File: src/rtl/iirla_pkg.sv
// Package with widths, register codes and control types of the look-ahead IIR filter.
`timescale 1ns / 1ps

package iirla_pkg;

	// Sample and arithmetic widths.
	localparam int DATA_BITS = 8;
	localparam int IN_BITS   = DATA_BITS;
	localparam int COEF_BITS = 8;
	localparam int W_BITS    = 12;
	localparam int OUT_BITS  = 14;
	localparam int SHIFT_AMT = DATA_BITS + 1;
	localparam int PROD_BITS = W_BITS + COEF_BITS;
	localparam int ACC_BITS  = OUT_BITS - 2;
	localparam int CFG_IDX_BITS = 3;

	// Configuration register indexes.
	typedef enum logic [CFG_IDX_BITS-1:0] {
		REG_B0 = 3'd0,
		REG_B1 = 3'd1,
		REG_B2 = 3'd2,
		REG_B3 = 3'd3,
		REG_A1 = 3'd4
	} reg_idx_t;

	// Reset values of the coefficients.
	localparam logic signed [COEF_BITS-1:0] RST_B0 = COEF_BITS'(53);
	localparam logic signed [COEF_BITS-1:0] RST_B1 = COEF_BITS'(53);
	localparam logic signed [COEF_BITS-1:0] RST_B2 = COEF_BITS'(-9);
	localparam logic signed [COEF_BITS-1:0] RST_B3 = COEF_BITS'(-9);
	localparam logic signed [COEF_BITS-1:0] RST_A1 = COEF_BITS'(3);

	// Sequencer states.
	typedef enum logic [2:0] {
		ST_IDLE,
		ST_FB,
		ST_WCALC,
		ST_P0,
		ST_P1,
		ST_P2,
		ST_P3,
		ST_FIN
	} st_t;

	// Operand pairs for the shared multiplier.
	typedef enum logic [2:0] {
		MS_D2_A1,
		MS_W_B0,
		MS_D1_B1,
		MS_D1_B2,
		MS_D2_B3
	} mul_sel_t;

	// Accumulator operations.
	typedef enum logic [1:0] {
		ACC_HOLD,
		ACC_CLR,
		ACC_ADD,
		ACC_SUB
	} acc_op_t;

	// Control word from the sequencer to the datapath.
	typedef struct packed {
		logic     in_ready;
		logic     mul_en;
		mul_sel_t mul_sel;
		logic     w_load;
		acc_op_t  acc_op;
		logic     fin;
	} ctrl_t;

endpackage

File: src/rtl/iirla_mul.sv
// Shared signed multiplier with a registered product.
`timescale 1ns / 1ps

module iirla_mul (
	input  logic                                    clk,
	input  logic                                    en,
	input  logic signed [iirla_pkg::W_BITS-1:0]     op_a,
	input  logic signed [iirla_pkg::COEF_BITS-1:0]  op_b,
	output logic signed [iirla_pkg::PROD_BITS-1:0]  prod
);
	import iirla_pkg::*;

	logic signed [PROD_BITS-1:0] prod_q;

	// Full-precision product, captured when the sequencer issues an operation.
	always_ff @(posedge clk) begin
		if (en) begin
			prod_q <= PROD_BITS'(op_a) * PROD_BITS'(op_b);
		end
	end

	assign prod = prod_q;

endmodule

File: src/rtl/iirla_seq.sv
// Sequencer that steps the shared multiplier through the five products of one item.
`timescale 1ns / 1ps

module iirla_seq (
	input  logic             clk,
	input  logic             arst_n,
	input  logic             in_valid,
	input  logic             out_free,
	output iirla_pkg::ctrl_t ctrl
);
	import iirla_pkg::*;

	st_t state_q;
	st_t state_next;

	// State register.
	always_ff @(posedge clk or negedge arst_n) begin
		if (!arst_n) begin
			state_q <= ST_IDLE;
		end else begin
			state_q <= state_next;
		end
	end

	// Next state and control word.
	always_comb begin
		state_next    = state_q;
		ctrl.in_ready = 1'b0;
		ctrl.mul_en   = 1'b0;
		ctrl.mul_sel  = MS_D2_A1;
		ctrl.w_load   = 1'b0;
		ctrl.acc_op   = ACC_HOLD;
		ctrl.fin      = 1'b0;
		unique case (state_q)
			ST_IDLE: begin
				ctrl.in_ready = 1'b1;
				if (in_valid) begin
					state_next = ST_FB;
				end
			end
			ST_FB: begin
				ctrl.mul_en  = 1'b1;
				ctrl.mul_sel = MS_D2_A1;
				state_next   = ST_WCALC;
			end
			ST_WCALC: begin
				ctrl.w_load = 1'b1;
				ctrl.acc_op = ACC_CLR;
				state_next  = ST_P0;
			end
			ST_P0: begin
				ctrl.mul_en  = 1'b1;
				ctrl.mul_sel = MS_W_B0;
				state_next   = ST_P1;
			end
			ST_P1: begin
				ctrl.mul_en  = 1'b1;
				ctrl.mul_sel = MS_D1_B1;
				ctrl.acc_op  = ACC_ADD;
				state_next   = ST_P2;
			end
			ST_P2: begin
				ctrl.mul_en  = 1'b1;
				ctrl.mul_sel = MS_D1_B2;
				ctrl.acc_op  = ACC_ADD;
				state_next   = ST_P3;
			end
			ST_P3: begin
				ctrl.mul_en  = 1'b1;
				ctrl.mul_sel = MS_D2_B3;
				ctrl.acc_op  = ACC_SUB;
				state_next   = ST_FIN;
			end
			ST_FIN: begin
				// Wait here until the output register is free.
				if (out_free) begin
					ctrl.fin   = 1'b1;
					state_next = ST_IDLE;
				end
			end
			default: begin
				state_next = ST_IDLE;
			end
		endcase
	end

endmodule

File: src/rtl/iir_first_order_lookahead_filter_core.sv
// Top level of the first-order look-ahead IIR filter with one shared multiplier.
//
//  channel   | signals                          | direction
//  ----------+----------------------------------+----------
//  input     | in_valid, in_ready, sample_in    | in
//  output    | out_valid, out_ready, sample_out | out
//  config    | cfg_we, cfg_index, cfg_data      | in
//
// Each item passes through one accept step and seven sequencer steps, set by the
// five products that share the one multiplier plus the w and finish steps.
// The item is only finished once the output register is free, so a stalled output
// holds the sequencer in its last step.
// Reset restores the coefficient defaults and clears both delay values.
`timescale 1ns / 1ps

module iir_first_order_lookahead_filter_core (
	input  logic                                    clk,
	input  logic                                    arst_n,
	input  logic                                    in_valid,
	output logic                                    in_ready,
	input  logic signed [iirla_pkg::IN_BITS-1:0]    sample_in,
	output logic                                    out_valid,
	input  logic                                    out_ready,
	output logic signed [iirla_pkg::OUT_BITS-1:0]   sample_out,
	input  logic                                    cfg_we,
	input  logic [iirla_pkg::CFG_IDX_BITS-1:0]      cfg_index,
	input  logic [iirla_pkg::COEF_BITS-1:0]         cfg_data
);
	import iirla_pkg::*;

	ctrl_t ctrl;

	logic signed [COEF_BITS-1:0] b0_q, b1_q, b2_q, b3_q, a1_q;
	logic signed [IN_BITS-1:0]   x_q;
	logic signed [W_BITS-1:0]    w_q, d1_q, d2_q;
	logic signed [ACC_BITS-1:0]  acc_q;
	logic signed [OUT_BITS-1:0]  out_q;
	logic                        out_valid_q;

	logic signed [W_BITS-1:0]    op_a;
	logic signed [COEF_BITS-1:0] op_b;
	logic signed [PROD_BITS-1:0] prod;
	logic signed [PROD_BITS-1:0] prod_sh;
	logic signed [ACC_BITS-1:0]  term;
	logic signed [ACC_BITS-1:0]  acc_fin;
	logic                        out_free;

	// Coefficient registers; writes beyond the list are dropped.
	always_ff @(posedge clk or negedge arst_n) begin
		if (!arst_n) begin
			b0_q <= RST_B0;
			b1_q <= RST_B1;
			b2_q <= RST_B2;
			b3_q <= RST_B3;
			a1_q <= RST_A1;
		end else if (cfg_we) begin
			unique case (reg_idx_t'(cfg_index))
				REG_B0:  b0_q <= cfg_data;
				REG_B1:  b1_q <= cfg_data;
				REG_B2:  b2_q <= cfg_data;
				REG_B3:  b3_q <= cfg_data;
				REG_A1:  a1_q <= cfg_data;
				default: ;
			endcase
		end
	end

	assign in_ready = ctrl.in_ready;
	assign out_free = !out_valid_q || out_ready;

	iirla_seq u_seq (
		.clk      (clk),
		.arst_n   (arst_n),
		.in_valid (in_valid),
		.out_free (out_free),
		.ctrl     (ctrl)
	);

	// Operand selection for the shared multiplier.
	always_comb begin
		unique case (ctrl.mul_sel)
			MS_D2_A1: begin op_a = d2_q; op_b = a1_q; end
			MS_W_B0:  begin op_a = w_q;  op_b = b0_q; end
			MS_D1_B1: begin op_a = d1_q; op_b = b1_q; end
			MS_D1_B2: begin op_a = d1_q; op_b = b2_q; end
			MS_D2_B3: begin op_a = d2_q; op_b = b3_q; end
			default:  begin op_a = d2_q; op_b = a1_q; end
		endcase
	end

	iirla_mul u_mul (
		.clk  (clk),
		.en   (ctrl.mul_en),
		.op_a (op_a),
		.op_b (op_b),
		.prod (prod)
	);

	// Arithmetic shift of the product; only the low bits survive the wrap.
	assign prod_sh = prod >>> SHIFT_AMT;
	assign term    = prod_sh[ACC_BITS-1:0];
	assign acc_fin = acc_q - term;

	// Input sample capture.
	always_ff @(posedge clk) begin
		if (in_valid && ctrl.in_ready) begin
			x_q <= sample_in;
		end
	end

	// Intermediate value and the accumulator of the feedforward terms.
	always_ff @(posedge clk) begin
		if (ctrl.w_load) begin
			w_q <= W_BITS'(x_q) - prod_sh[W_BITS-1:0];
		end
		unique case (ctrl.acc_op)
			ACC_CLR:  acc_q <= '0;
			ACC_ADD:  acc_q <= acc_q + term;
			ACC_SUB:  acc_q <= acc_q - term;
			default:  ;
		endcase
	end

	// Delay line of the intermediate value.
	always_ff @(posedge clk or negedge arst_n) begin
		if (!arst_n) begin
			d1_q <= '0;
			d2_q <= '0;
		end else if (ctrl.fin) begin
			d2_q <= d1_q;
			d1_q <= w_q;
		end
	end

	// Output register; the sum is scaled by four.
	always_ff @(posedge clk or negedge arst_n) begin
		if (!arst_n) begin
			out_valid_q <= 1'b0;
		end else if (ctrl.fin) begin
			out_valid_q <= 1'b1;
		end else if (out_ready) begin
			out_valid_q <= 1'b0;
		end
	end

	always_ff @(posedge clk) begin
		if (ctrl.fin) begin
			out_q <= {acc_fin, 2'b00};
		end
	end

	assign out_valid  = out_valid_q;
	assign sample_out = out_q;

endmodule

File: config.mk
export PLATFORM = sky130hd
export DESIGN_NAME = iir_first_order_lookahead_filter_core
export DESIGN_NICKNAME = d
export VERILOG_FILES = /design/src/rtl/iirla_pkg.sv /design/src/rtl/iirla_mul.sv /design/src/rtl/iirla_seq.sv /design/src/rtl/iir_first_order_lookahead_filter_core.sv
export SDC_FILE = /design/constraint.sdc
export NUM_CORES = 1
export LEC_CHECK = 0
export ABC_AREA = 1
export BUFFER_PORTS_ARGS = -buffer_cell sky130_fd_sc_hd__clkbuf_2
export CORE_MARGIN = 8
export CORE_UTILIZATION = 55
export CTS_CLUSTER_DIAMETER = 60
export DETAILED_ROUTE_END_ITERATION = 8
export GPL_TIMING_DRIVEN = 0
export PLACE_DENSITY = 0.8
export SLEW_MARGIN = 25
export SYNTH_ARGS = -nofsm -noshare
export SYNTH_HDL_FRONTEND = slang
export SYNTH_SLANG_ARGS = --single-unit
File: constraint.sdc
create_clock -name clk -period 11.3 [get_ports clk]
set_input_delay 2.825 -clock clk [delete_from_list [all_inputs] [get_ports clk]]
set_output_delay 2.825 -clock clk [all_outputs]
set_load 0.02 [all_outputs]
==> impl_metrics.tcl <==
set metrics [dict create \
    die_w_um 154.3 \
    yosys.area.top_type "edfxtp_1" \
    max_stage_delay_ns 0.69 \
    drc 0 \
    grt_overflow_total 0 \
    drive_gt1_frac 0.1018 \
    grt_pass1_wl_um 42920 \
    cts.sink_count 123 \
    synth_area_sq_mm 0.01051 \
    cts_buffer_depth 2 \
    syn_avg_cell_area_sq_um 8.007 \
    synth_ff_type "edfxtp_1" \
    cp.arrival_ns 6.46 \
    slew-limit-headroom 0.4272 \
    cts_resized 0 \
    cts_post_setup_buffers_inserted 0 \
    synth_edf_count 55 \
    cts_tree "built" \
    min-delay-start "w_q[8]" \
    die_area_sq_mm 0.02379 \
    critPathCaptureType "register" \
    final_util 0.6206 \
    crit_buf_inv 6 \
    start_util 0.5620 \
    cts_root_buffer "clkbuf_16" \
    crit_chain "inv_1 -> ha_1 -> o21ai_0 -> nand2_1 -> nand3_2 -> buf_6 -> nor2_1 -> buf_2 -> nor3_1 -> fa_1 -> inv_1 -> fa_1 -> fa_1 -> fa_1 -> inv_1 -> ha_1 -> inv_1 -> o21bai_1 -> o21bai_1 -> a21oi_1 -> nand2_1 -> nand2_1 -> nand2_1" \
    postSynthCellCount 1313 \
    synth_warnings 0 \
    r2r-start "u_seq.state_q[0]" \
    criticalPathCategory "register to register" \
    hold_violations 0 \
    coreArea_sq_mm 0.01871 \
    synthSimpleGateAreaFrac 0.2526 \
    ys_top_cells_by_area "edfxtp_1 (16%), fa_1 (15%), nand2_1 (12%)" \
    hpwl_um 19750 \
    antenna_found_initial 0 \
    grt_use_total 0.2243 \
    min_path_type "register to register" \
    routedWlPerCell_um 15.71 \
    finalSetupViolations 0 \
    run_status "finished clean" \
    synth_top_area_frac 0.1571 \
    area_growth_pct 10.43 \
    clk_latency_ns 0.44 \
    mostFrequentLayoutCells "nand2_1 (348), inv_1 (229), nor2_1 (107)" \
    async_flop_share 0.5528 \
    ys_seq_elements 123 \
    rsz0062_at_grt "false" \
    synth_top_family_by_area "simple AND/OR/NAND/NOR gates" \
    fin_crit_sh 0.5545 \
    routed_wl_um 25430 \
    num_vias 8875 \
    viasPerCell 5.482 \
    final_antenna_net_count 0 \
    die_h_um 154.3 \
    grt_pass1_vias 8732 \
    critPathMaxFanout 10 \
    post-route-min-period_ns 6.266 \
    synth_compound_area_frac 0.07141 \
    worst_pin_slew_ns 0.8502 \
    cpMaxStageDelayCell "o21ai_0" \
    final_max_slew_viol_count 0 \
    final_common_cell "nand2_1" \
    synthXorXnorAreaFrac 0.01666 \
    skew_ns 0.01595 \
    crit_start "u_seq.state_q[0]" \
    io_pins 40 \
    drv_cap 0 \
    fin_tns_setup_ns 0 \
    num_rows 50 \
    synthMuxAreaShare 0 \
    yosys.cell_types.count 43 \
    nNetsFinal 1548 \
    holdBufCountCts 0 \
    firstDrtPassIters 6 \
    start_kind "register" \
    clkTransAtPathRegs_ns 0.06 \
    drt_iter0_drc 682 \
    grt_max_degree 42 \
    portBuffers 37 \
    timing.fmax_mhz 159.6 \
    synthAdderAreaFrac 0.2380 \
    antenna_cells 0 \
    path_delay_family "adder cells" \
    ys_seq_area_frac 0.3218 \
    cp.required_ns 11.49 \
    gp_congestion 0.9534 \
    htree_levels 4 \
    cts_buffers 17 \
]
-- area by class of cell --
cell class                 instances  area, sq um
fill                            1579         7097
clock inverter                    13        105.1
clock buffer                      19        475.5
multi-input combinational        926         6093
timing repair buffer              39        215.2
inverter                         234        878.3
buffer                            31        165.2
tap                              234        292.8
sequential                       123         3383
-- cell usage after synthesis, types with 3 or more instances --
cell type / number
a21boi_0: 4
a21o_1: 3
a21oi_1: 37
and2_1: 5
buf_2: 8
buf_4: 3
clkbuf_1: 17
dfrtp_1: 44
dfstp_2: 24
edfxtp_1: 55
fa_1: 80
ha_1: 72
inv_1: 229
inv_2: 5
nand2_1: 348
nand2_4: 6
nand3_1: 66
nand3b_1: 6
nand4_1: 11
nor2_1: 108
nor2_2: 7
nor2_4: 5
nor3_1: 41
o21ai_0: 70
o21bai_1: 7
o22ai_1: 13
xnor2_1: 5
xor2_1: 15
-- tightest hold or removal path: cells and delay by family (launching register included) --
| family | cells | cell delay [ns] |
|---|---|---|
| flip-flops | 1 | 0.34 |
| AND/OR/NAND/NOR | 2 | 0.11 |
-- logic make-up (layout without fill, tap and decap cells) --
logic type | Yosys count | in the layout
other | 1 | 2
adder cells (fa/ha/maj) | 152 | 152
AND/OR/NAND/NOR | 614 | 614
AO/OA/AOI/OAI | 138 | 138
XOR/XNOR | 20 | 20
buffers and inverters | 265 | 336
flip-flops | 123 | 123
-- state kept, by name (all words and copies together), names as in the netlist --
register / count
d2_q: 12
d1_q: 12
b0_q: 8
w_q: 12
out_valid: 1
x_q: 8
b3_q: 8
sample_out: 12
b2_q: 8
acc_q: 12
u_seq.state_q: 3
b1_q: 8
a1_q: 8
u_mul.prod: 11
-- stage by stage --
stage               std cells  cell area, sq um  hold slack, ns  worst slack, ns
floorplan                1314             10520          0.4441            6.043
global placement         1585             10990          0.4485            5.142
detailed placement       1587             11030          0.4646            5.059
CTS                      1619             11610          0.4790            5.032
global route             1619             11610          0.4978            4.651
finish                   1619             11610          0.4828            5.034
-- routing by layer --
layer | vias to the layer above | part of all wire | global-route usage
li1 | 4260 | - | -
met5 | - | 0 | 0
met1 | 4251 | 0.44 | 0.2884
met4 | 0 | 0.022 | 0.08399
met2 | 321 | 0.48 | 0.3705
met3 | 43 | 0.061 | 0.04291
-- final timing paths --
path / endpoint / slack [ns] / depth (start not counted)
worst min register to register: d1_q[8] / 0.48 / 2
worst min-delay path: d1_q[8] / 0.48 / 2
min in group asynchronous: b1_q[6] / 2.34 / 1
worst max register to register: u_mul.prod[17] / 5.03 / 23
max in group asynchronous: b3_q[6] / 8.33 / 2
worst max-delay path: u_mul.prod[17] / 5.03 / 23
Power is left out: the tool's default activity adds up to more than one toggle a clock period on the data nets, which glitch-free logic cannot reach.
